$ cat src/ffha_pkg.sv
`default_nettype none
// ----------------------------------------------------------------------------
// ffha_pkg
// Constants, types and codes shared by the first-fit heap allocator modules.
// ----------------------------------------------------------------------------
package ffha_pkg;

  localparam int HEAP_BYTES      = 4096;
  localparam int ALIGN_BYTES     = 8;
  localparam int MIN_CHUNK_BYTES = 16;
  localparam int HEADER_BYTES    = 16;

  // Smallest payload that an allocation is raised to.
  localparam int MIN_PAYLOAD = (MIN_CHUNK_BYTES > HEADER_BYTES) ?
                               (MIN_CHUNK_BYTES - HEADER_BYTES) : 0;

  localparam int SZ_W     = $clog2(HEAP_BYTES);        // payload size / offset
  localparam int NEED_W   = SZ_W + 1;                  // rounded request
  localparam int P_W      = SZ_W + 2;                  // walk pointer
  localparam int ALIGN_SH = $clog2(ALIGN_BYTES);
  localparam int DEPTH    = HEAP_BYTES / ALIGN_BYTES;
  localparam int AW       = $clog2(DEPTH);
  localparam int CNT_W    = 9;

  typedef enum logic [1:0] {
    REQ_ALLOC = 2'd0,
    REQ_FREE  = 2'd1,
    REQ_LEAK  = 2'd2,
    REQ_RSVD  = 2'd3
  } req_type_e;

  typedef enum logic [2:0] {
    ST_OK       = 3'd0,
    ST_ZERO     = 3'd1,
    ST_NOMEM    = 3'd2,
    ST_BADPTR   = 3'd3,
    ST_MISALIGN = 3'd4,
    ST_DBLFREE  = 3'd5
  } status_e;

  typedef enum logic [3:0] {
    OP_NONE,
    OP_LOAD,
    OP_READ_P,
    OP_STEP,
    OP_WR_P_ALLOC,
    OP_WR_Q,
    OP_HOLD_H,
    OP_READ_NX,
    OP_MERGE_NX,
    OP_WR_H,
    OP_WR_PREV
  } dp_op_e;

  typedef enum logic [3:0] {
    S_IDLE,
    S_DEC,
    S_RD,
    S_EV,
    S_WRQ,
    S_RDN,
    S_EVN,
    S_WRH,
    S_WRPV
  } state_e;

  typedef struct packed {
    logic            used;
    logic [SZ_W-1:0] size;
  } entry_t;

  typedef struct packed {
    dp_op_e  op;
    logic    done;
    status_e status;
  } cmd_t;

  typedef struct packed {
    req_type_e rtype;
    logic      zero_size;
    logic      is_null;
    logic      off_range;
    logic      misaligned;
    logic      off_low;
    logic      p_end;
    logic      cur_used;
    logic      fit;
    logic      split;
    logic      p_lt_h;
    logic      p_eq_h;
    logic      next_in;
    logic      prev_merge;
  } sts_t;

endpackage
`default_nettype wire

$ cat src/ffha_ctrl.sv
`default_nettype none
// ----------------------------------------------------------------------------
// ffha_ctrl
// Controller: sequences the header walk, split, merge and result for a word.
// ----------------------------------------------------------------------------
module ffha_ctrl import ffha_pkg::*; (
  input  wire logic clk_i,
  input  wire logic rst_ni,
  input  wire logic start,
  output logic      busy,
  input  wire sts_t sts_i,
  output cmd_t      cmd_o
);

  state_e state_q, state_d;

  always_ff @(posedge clk_i or negedge rst_ni) begin
    if (!rst_ni) begin
      state_q <= S_IDLE;
    end else begin
      state_q <= state_d;
    end
  end

  assign busy = (state_q != S_IDLE);

  always_comb begin
    state_d       = state_q;
    cmd_o.op      = OP_NONE;
    cmd_o.done    = 1'b0;
    cmd_o.status  = ST_OK;
    unique case (state_q)
      S_IDLE: begin
        if (start) begin
          cmd_o.op = OP_LOAD;
          state_d  = S_DEC;
        end
      end
      S_DEC: begin
        state_d = S_RD;
        case (sts_i.rtype)
          REQ_ALLOC: begin
            if (sts_i.zero_size) begin
              cmd_o.done   = 1'b1;
              cmd_o.status = ST_ZERO;
              state_d      = S_IDLE;
            end
          end
          REQ_FREE: begin
            if (sts_i.is_null || sts_i.off_range || sts_i.misaligned || sts_i.off_low) begin
              cmd_o.done = 1'b1;
              state_d    = S_IDLE;
              if (sts_i.is_null) cmd_o.status = ST_OK;
              else if (sts_i.off_range) cmd_o.status = ST_BADPTR;
              else if (sts_i.misaligned) cmd_o.status = ST_MISALIGN;
              else cmd_o.status = ST_BADPTR;
            end
          end
          REQ_LEAK: ;
          default: begin
            cmd_o.done = 1'b1;
            state_d    = S_IDLE;
          end
        endcase
      end
      S_RD: begin
        cmd_o.op = OP_READ_P;
        state_d  = S_EV;
      end
      S_EV: begin
        case (sts_i.rtype)
          REQ_ALLOC: begin
            if (sts_i.p_end) begin
              cmd_o.done   = 1'b1;
              cmd_o.status = ST_NOMEM;
              state_d      = S_IDLE;
            end else if (sts_i.fit) begin
              cmd_o.op = OP_WR_P_ALLOC;
              if (sts_i.split) begin
                state_d = S_WRQ;
              end else begin
                cmd_o.done = 1'b1;
                state_d    = S_IDLE;
              end
            end else begin
              cmd_o.op = OP_STEP;
              state_d  = S_RD;
            end
          end
          REQ_FREE: begin
            if (!sts_i.p_end && sts_i.p_lt_h) begin
              cmd_o.op = OP_STEP;
              state_d  = S_RD;
            end else if (!sts_i.p_end && sts_i.p_eq_h) begin
              if (!sts_i.cur_used) begin
                cmd_o.done   = 1'b1;
                cmd_o.status = ST_DBLFREE;
                state_d      = S_IDLE;
              end else begin
                cmd_o.op = OP_HOLD_H;
                state_d  = sts_i.next_in ? S_RDN : S_WRH;
              end
            end else begin
              cmd_o.done   = 1'b1;
              cmd_o.status = ST_BADPTR;
              state_d      = S_IDLE;
            end
          end
          default: begin
            if (sts_i.p_end) begin
              cmd_o.done = 1'b1;
              state_d    = S_IDLE;
            end else begin
              cmd_o.op = OP_STEP;
              state_d  = S_RD;
            end
          end
        endcase
      end
      S_WRQ: begin
        cmd_o.op   = OP_WR_Q;
        cmd_o.done = 1'b1;
        state_d    = S_IDLE;
      end
      S_RDN: begin
        cmd_o.op = OP_READ_NX;
        state_d  = S_EVN;
      end
      S_EVN: begin
        cmd_o.op = OP_MERGE_NX;
        state_d  = S_WRH;
      end
      S_WRH: begin
        cmd_o.op = OP_WR_H;
        if (sts_i.prev_merge) begin
          state_d = S_WRPV;
        end else begin
          cmd_o.done = 1'b1;
          state_d    = S_IDLE;
        end
      end
      S_WRPV: begin
        cmd_o.op   = OP_WR_PREV;
        cmd_o.done = 1'b1;
        state_d    = S_IDLE;
      end
      default: state_d = S_IDLE;
    endcase
  end

endmodule
`default_nettype wire

$ cat config.mk
export PLATFORM = sky130hd
export DESIGN_NAME = ffha_ctrl
export DESIGN_NICKNAME = d
export VERILOG_FILES = /design/src/ffha_pkg.sv /design/src/ffha_ctrl.sv
export SDC_FILE = /design/constraint.sdc
export NUM_CORES = 1
export LEC_CHECK = 0
export ABC_AREA = 1
export BUFFER_PORTS_ARGS = -buffer_cell sky130_fd_sc_hd__buf_4
export CORE_MARGIN = 5
export CORE_UTILIZATION = 39
export DETAILED_ROUTE_END_ITERATION = 10
export GPL_TIMING_DRIVEN = 0
export PLACE_DENSITY = 0.69
export RECOVER_POWER = 50
export SYNTH_ARGS = -nofsm -noshare
export SYNTH_HDL_FRONTEND = slang
export SYNTH_SLANG_ARGS = --single-unit
$ cat constraint.sdc
create_clock -name clk_i -period 3.21 [get_ports clk_i]
set_input_delay 0 -clock clk_i [delete_from_list [all_inputs] [get_ports clk_i]]
set_output_delay 0 -clock clk_i [all_outputs]
set_load 0.005 [all_outputs]
==> Word-level counts from Yosys, hierarchy flattened <==
Index checks and enable logic that the tools add are counted.
{ "op_classes": {"n_eq_ne": 11, "muxes": 43, "reduce_logical": 10} }
{ "op_table": {"columns": ["op", "n"], "rows": [
  ["2-to-1 mux 4 bit", 11],
  ["case mux 4 bit (8 select lines)", 1],
  ["2-to-1 mux 3 bit", 10],
  ["case mux 4 bit (7 select lines)", 1],
  ["case mux 3 bit (2 select lines)", 3],
  ["equality test 4 x 3 -> 1 bit (second input constant)", 4],
  ["2-to-1 mux 2 bit", 6],
  ["case mux 5 bit (2 select lines)", 1],
  ["equality test 4 x 2 -> 1 bit (second input constant)", 2],
  ["case mux 4 bit (2 select lines)", 1],
  ["2-to-1 mux 1 bit", 6],
  ["case mux 2 bit (3 select lines)", 1],
  ["equality test 4 x 1 -> 1 bit (second input constant)", 1],
  ["equality test 4 bit (second input constant)", 1],
  ["logical NOT 4 bit", 1],
  ["case mux 1 bit (4 select lines)", 1],
  ["nonzero test 4 bit", 1],
  ["logical OR 1 bit", 3],
  ["case mux 1 bit (3 select lines)", 1],
  ["equality test 2 x 1 -> 1 bit (second input constant)", 1],
  ["equality test 2 bit (second input constant)", 1],
  ["logical AND 1 bit", 2],
  ["logical NOT 2 bit", 1],
  ["inequality test 2 bit (second input constant)", 1],
  ["2 further kinds", 2]
]} }
{ "totals": {"ff_bits": 4, "in_bits": 18, "output_inout_bits": 9, "wordCells": 65} }

==> Logic depth before layout (Yosys ltp) <==
{ "depth": {"word_depth": 6, "ltp_mapped": 7, "depth_no_buf": 7} }

==> Least setup slack after synthesis <==
Ideal clock, no wire load.
{ "synth_timing": {"path_kind": "reg2reg", "startpoint": "reg state_q[3]", "endpoint": "reg state_q[1]", "setup_time_ps": 68, "arrival_ps": 952, "required_time_ps": 3142, "path_slack_ps": 2190, "path_stages_with_launch": 8, "path_buffers": 0, "period_less_slack_ps": 1020, "path_cell_list": "dfrtp_1 -> inv_2 -> nand2_2 -> nor2_4 -> nand2_1 -> nor2_2 -> nand2_1 -> nand3_1"} }
{ "synth_between": {"elab_chain_len": 2, "elab_cells_between_ends": 9, "classes_between": "7 x eq/ne; 1 x mux; 1 x reduce/logical"} }
{ "synth_rtl": {"columns": ["element", "line", "source"], "rows": [
  ["from (decl)", "ffha_ctrl.sv:15", "state_e state_q, state_d;"],
  ["from (signal assigned)", "ffha_ctrl.sv:21", "state_q <= state_d;"],
  ["equality test 4 x 3 -> 1 bit (tied with other cells)", "ffha_ctrl.sv:32", "unique case (state_q)"],
  ["case mux 4 bit (7 select lines) or inequality test 2 bit (tied branches)", null, null]
]} }
Parallel ways exist; a longest one is shown, timed or not.
A chain may end at the register's enable or synchronous reset.

==> summary.md <==
| Metric | Value |
|---|---|
| Status | finished, final reports clean |
| VDD IR max | 0.0004349 V |
| Worst-path fanout max | 5 |
| ANT cells | 0 |
| Synth Area in Simple Gates | 0.5815 |
| Final period utilization | 0.5047 |
| FILL cells | 166 |
| CTS tree | built |
| Final hold violations | 0 |
| Starting Density | 0.4010 |
| #FFs+latches synth | 4 |
| Max FFs per register | 4 |
| Worst-Skew Late Latency | 0.24 ns |
| Area occupied by multi-input gates | 397.9 um^2 |
| Post-synthesis sequential area ratio | 0.1717 |
| Gr usage total | 0.1497 |
| DP Wirelength | 1499 um |
| Layout cell share with drive strength beyond 1 | 0.2695 |
| Total Die Area | 0.002368 mm^2 |
| RSZ-0062 raised after global routing | no |
| Placed inst area | 798.3 um^2 |
| Clock-pin slew on the worst setup and hold paths | 0.04 ns |
| Register area | 100.1 um^2 |
| CP startpoint kind | flip-flop |
| Hold_buf cts | 1 |
| Post-Synthesis Cells | 111 |
| Worst hold path type | in2reg |
| Drt pass-1 iters | 4 |
| First-pass GRT wire length | 2932 um |
| Setup Skew | 0.006471 ns |
| Max Cap Viol | 0 |
| Via/cell ratio | 5.057 |
| Row cnt | 14 |
| Yosys cell types | 18 |
| Routed Antenna Nets | 0 |
| Slew Limit Fails | 0 |
| Worst Tran Pin Value | 0.3538 ns |
| Total Neg Setup Slack | 0 ns |
| Core box area | 0.001454 mm^2 |
| Rel. slew slack | 0.7633 |
| IO Pins | 27 |
| Data arrival, critical path | 1.62 ns |
| Synth Area in Adders | 0 |
| CP required | 3.21 ns |
| Fin Hold WS | 0.01516 ns |
| Post-route insts no fill | 157 |
| Mapped Area | 583.1 um^2 |
| Largest net degree at the start of global routing | 9 |
| Post-synthesis mux area share | 0 |
| Chip Height | 48.67 um |
| Post-placement cell count | 153 |
| Buffers on Ports | 26 |
| Pwr Total | 419.1 uW |
| WL/cell | 11.26 um |
| Avg Cell Area, Syn | 5.253 um^2 |
| Root buf cell | clkbuf_4 |
| Post-Syn Nets | 129 |
| Count of clock tree sinks | 4 |
| Largest regs | state_q x4 |
| Endpoint class of the critical path | primary output |
| Longest Clk Path Bufs | 2 |
| Total wire length | 1768 um |
| Final Setup Violations | 0 |
| Final Critical Period | 1.620 ns |
| # nets final | 161 |
| Final instance area | 817.0 um^2 |
| Area growth, synth to finish | 40.13% |
| Vias in the first global route | 731 |
| Post-CTS Setup Inserts | 0 |
| Power Density | 513.0 mW/mm^2 |
| Synth Area in Compound Gates | 0.1180 |
| DRT iter0 DRCs | 32 |
| CTS Buf Count | 3 |
| Most flops, register | state_q |
| Largest family of logic cells by synthesized area | simple AND/OR/NAND/NOR gates |
| RePlAce Congestion | 0.8518 |
| YS warnings | 0 |
| # DRC | 0 |
| H-tree levels | 1 |
| Max frequency | 617.3 MHz |
| Vias | 794 |
| Worst Path Class, Setup | reg2out |
| Synth Area in XOR/XNOR | 0 |
| GRT overflow | 0 |
| Initial antenna violation count | 0 |
| Cts repair resizes | 0 |
| LEAKAGE | 0.0004599 uW |
| DIE WIDTH | 48.67 um |
[cell usage after synthesis (all sizes together)]
library cell | count | area, um^2
nand2 | 35 | 136.4
nor2 | 21 | 106.4
inv | 20 | 75.07
nand3 | 13 | 65.06
o21ai | 6 | 30.02
a21oi | 5 | 25.02
dfrtp | 4 | 100.1
nand4 | 2 | 12.51
a31oi | 1 | 6.260
nand3b | 1 | 7.510
nor3 | 1 | 5.000
o211ai | 1 | 7.510
or2 | 1 | 6.260
[power breakdown]
part	internal, uW	switching (uW)	total, uW
combinational	121	153	274
clock	41.8	20.2	61.9
sequential	66.2	17.3	83.4
total	229	190	419
[metal layers]
| layer | share of wire | global-route usage |
|---|---|---|
| met1 | 0.44 | 0.1781 |
| met2 | 0.50 | 0.2587 |
| met5 | 0 | 0 |
| met4 | 0 | 0.01345 |
| met3 | 0.063 | 0.06135 |
[critical path: stages, from the launching register on]
cell and delay [ns]:
dfrtp_1 0.42, inv_1 0.11, nand2_2 0.08, nor2_1 0.24, nand2_1 0.10, nor2_1 0.17
nand2_1 0.07, nand3b_1 0.09, buf_4 0.12
[layout make-up]
cell class / count / share of cell area
Multi-Input combinational cell: 87 / 0.4870
Timing Repair Buffer: 27 / 0.2466
Sequential cell: 4 / 0.1225
Inverter: 20 / 0.09188
Clock buffer: 3 / 0.02757
Tap cell: 16 / 0.02450
[final timing paths]
path,start,to,slack (ns),cells after the start
setup / recovery,state_q[3],cmd_o[5],1.59,8
hold / removal,sts_i[0],state_q[3],0.02,3
setup reg to reg,state_q[3],state_q[1],1.87,7
hold reg to reg,state_q[1],state_q[3],0.60,2
max in group asynchronous,rst_ni,state_q[1],2.89,2
min in group asynchronous,rst_ni,state_q[3],0.13,2
[cell usage in the layout (no fill, tap or decap)]
cell type	synthesis	final
nand3_1	13	13
nand2_2	2	2
nor2_2	5	4
nor3_1	1	1
nor2_4	2	1
o21ai_0	5	5
nand3b_1	1	1
inv_1	16	17
nand4_1	2	2
buf_4	0	25
nand2_1	33	33
clkbuf_1	0	1
a31oi_1	1	1
clkbuf_4	0	3
o21ai_1	1	1
a21oi_1	5	5
or2_1	1	1
dlygate4sd3_1	0	1
nor2_1	14	16
inv_2	4	3
dfrtp_1	4	4
o211ai_1	1	1
[metrics by stage]
stage                       util  setup WS [ns]
final                     0.5620          1.590
after global routing      0.5620          1.475
after CTS                 0.5714          1.727
after detailed placement  0.5491          1.935
after global placement    0.5491          1.918
after floorplan                -          2.190
[kinds of logic (layout without fill, tap and decap cells)]
family,after synthesis,in the layout
flops,4,4
compound gates,13,13
buf+inv,20,50
simple gates,74,74
Power figures use the tool's default switching activity.
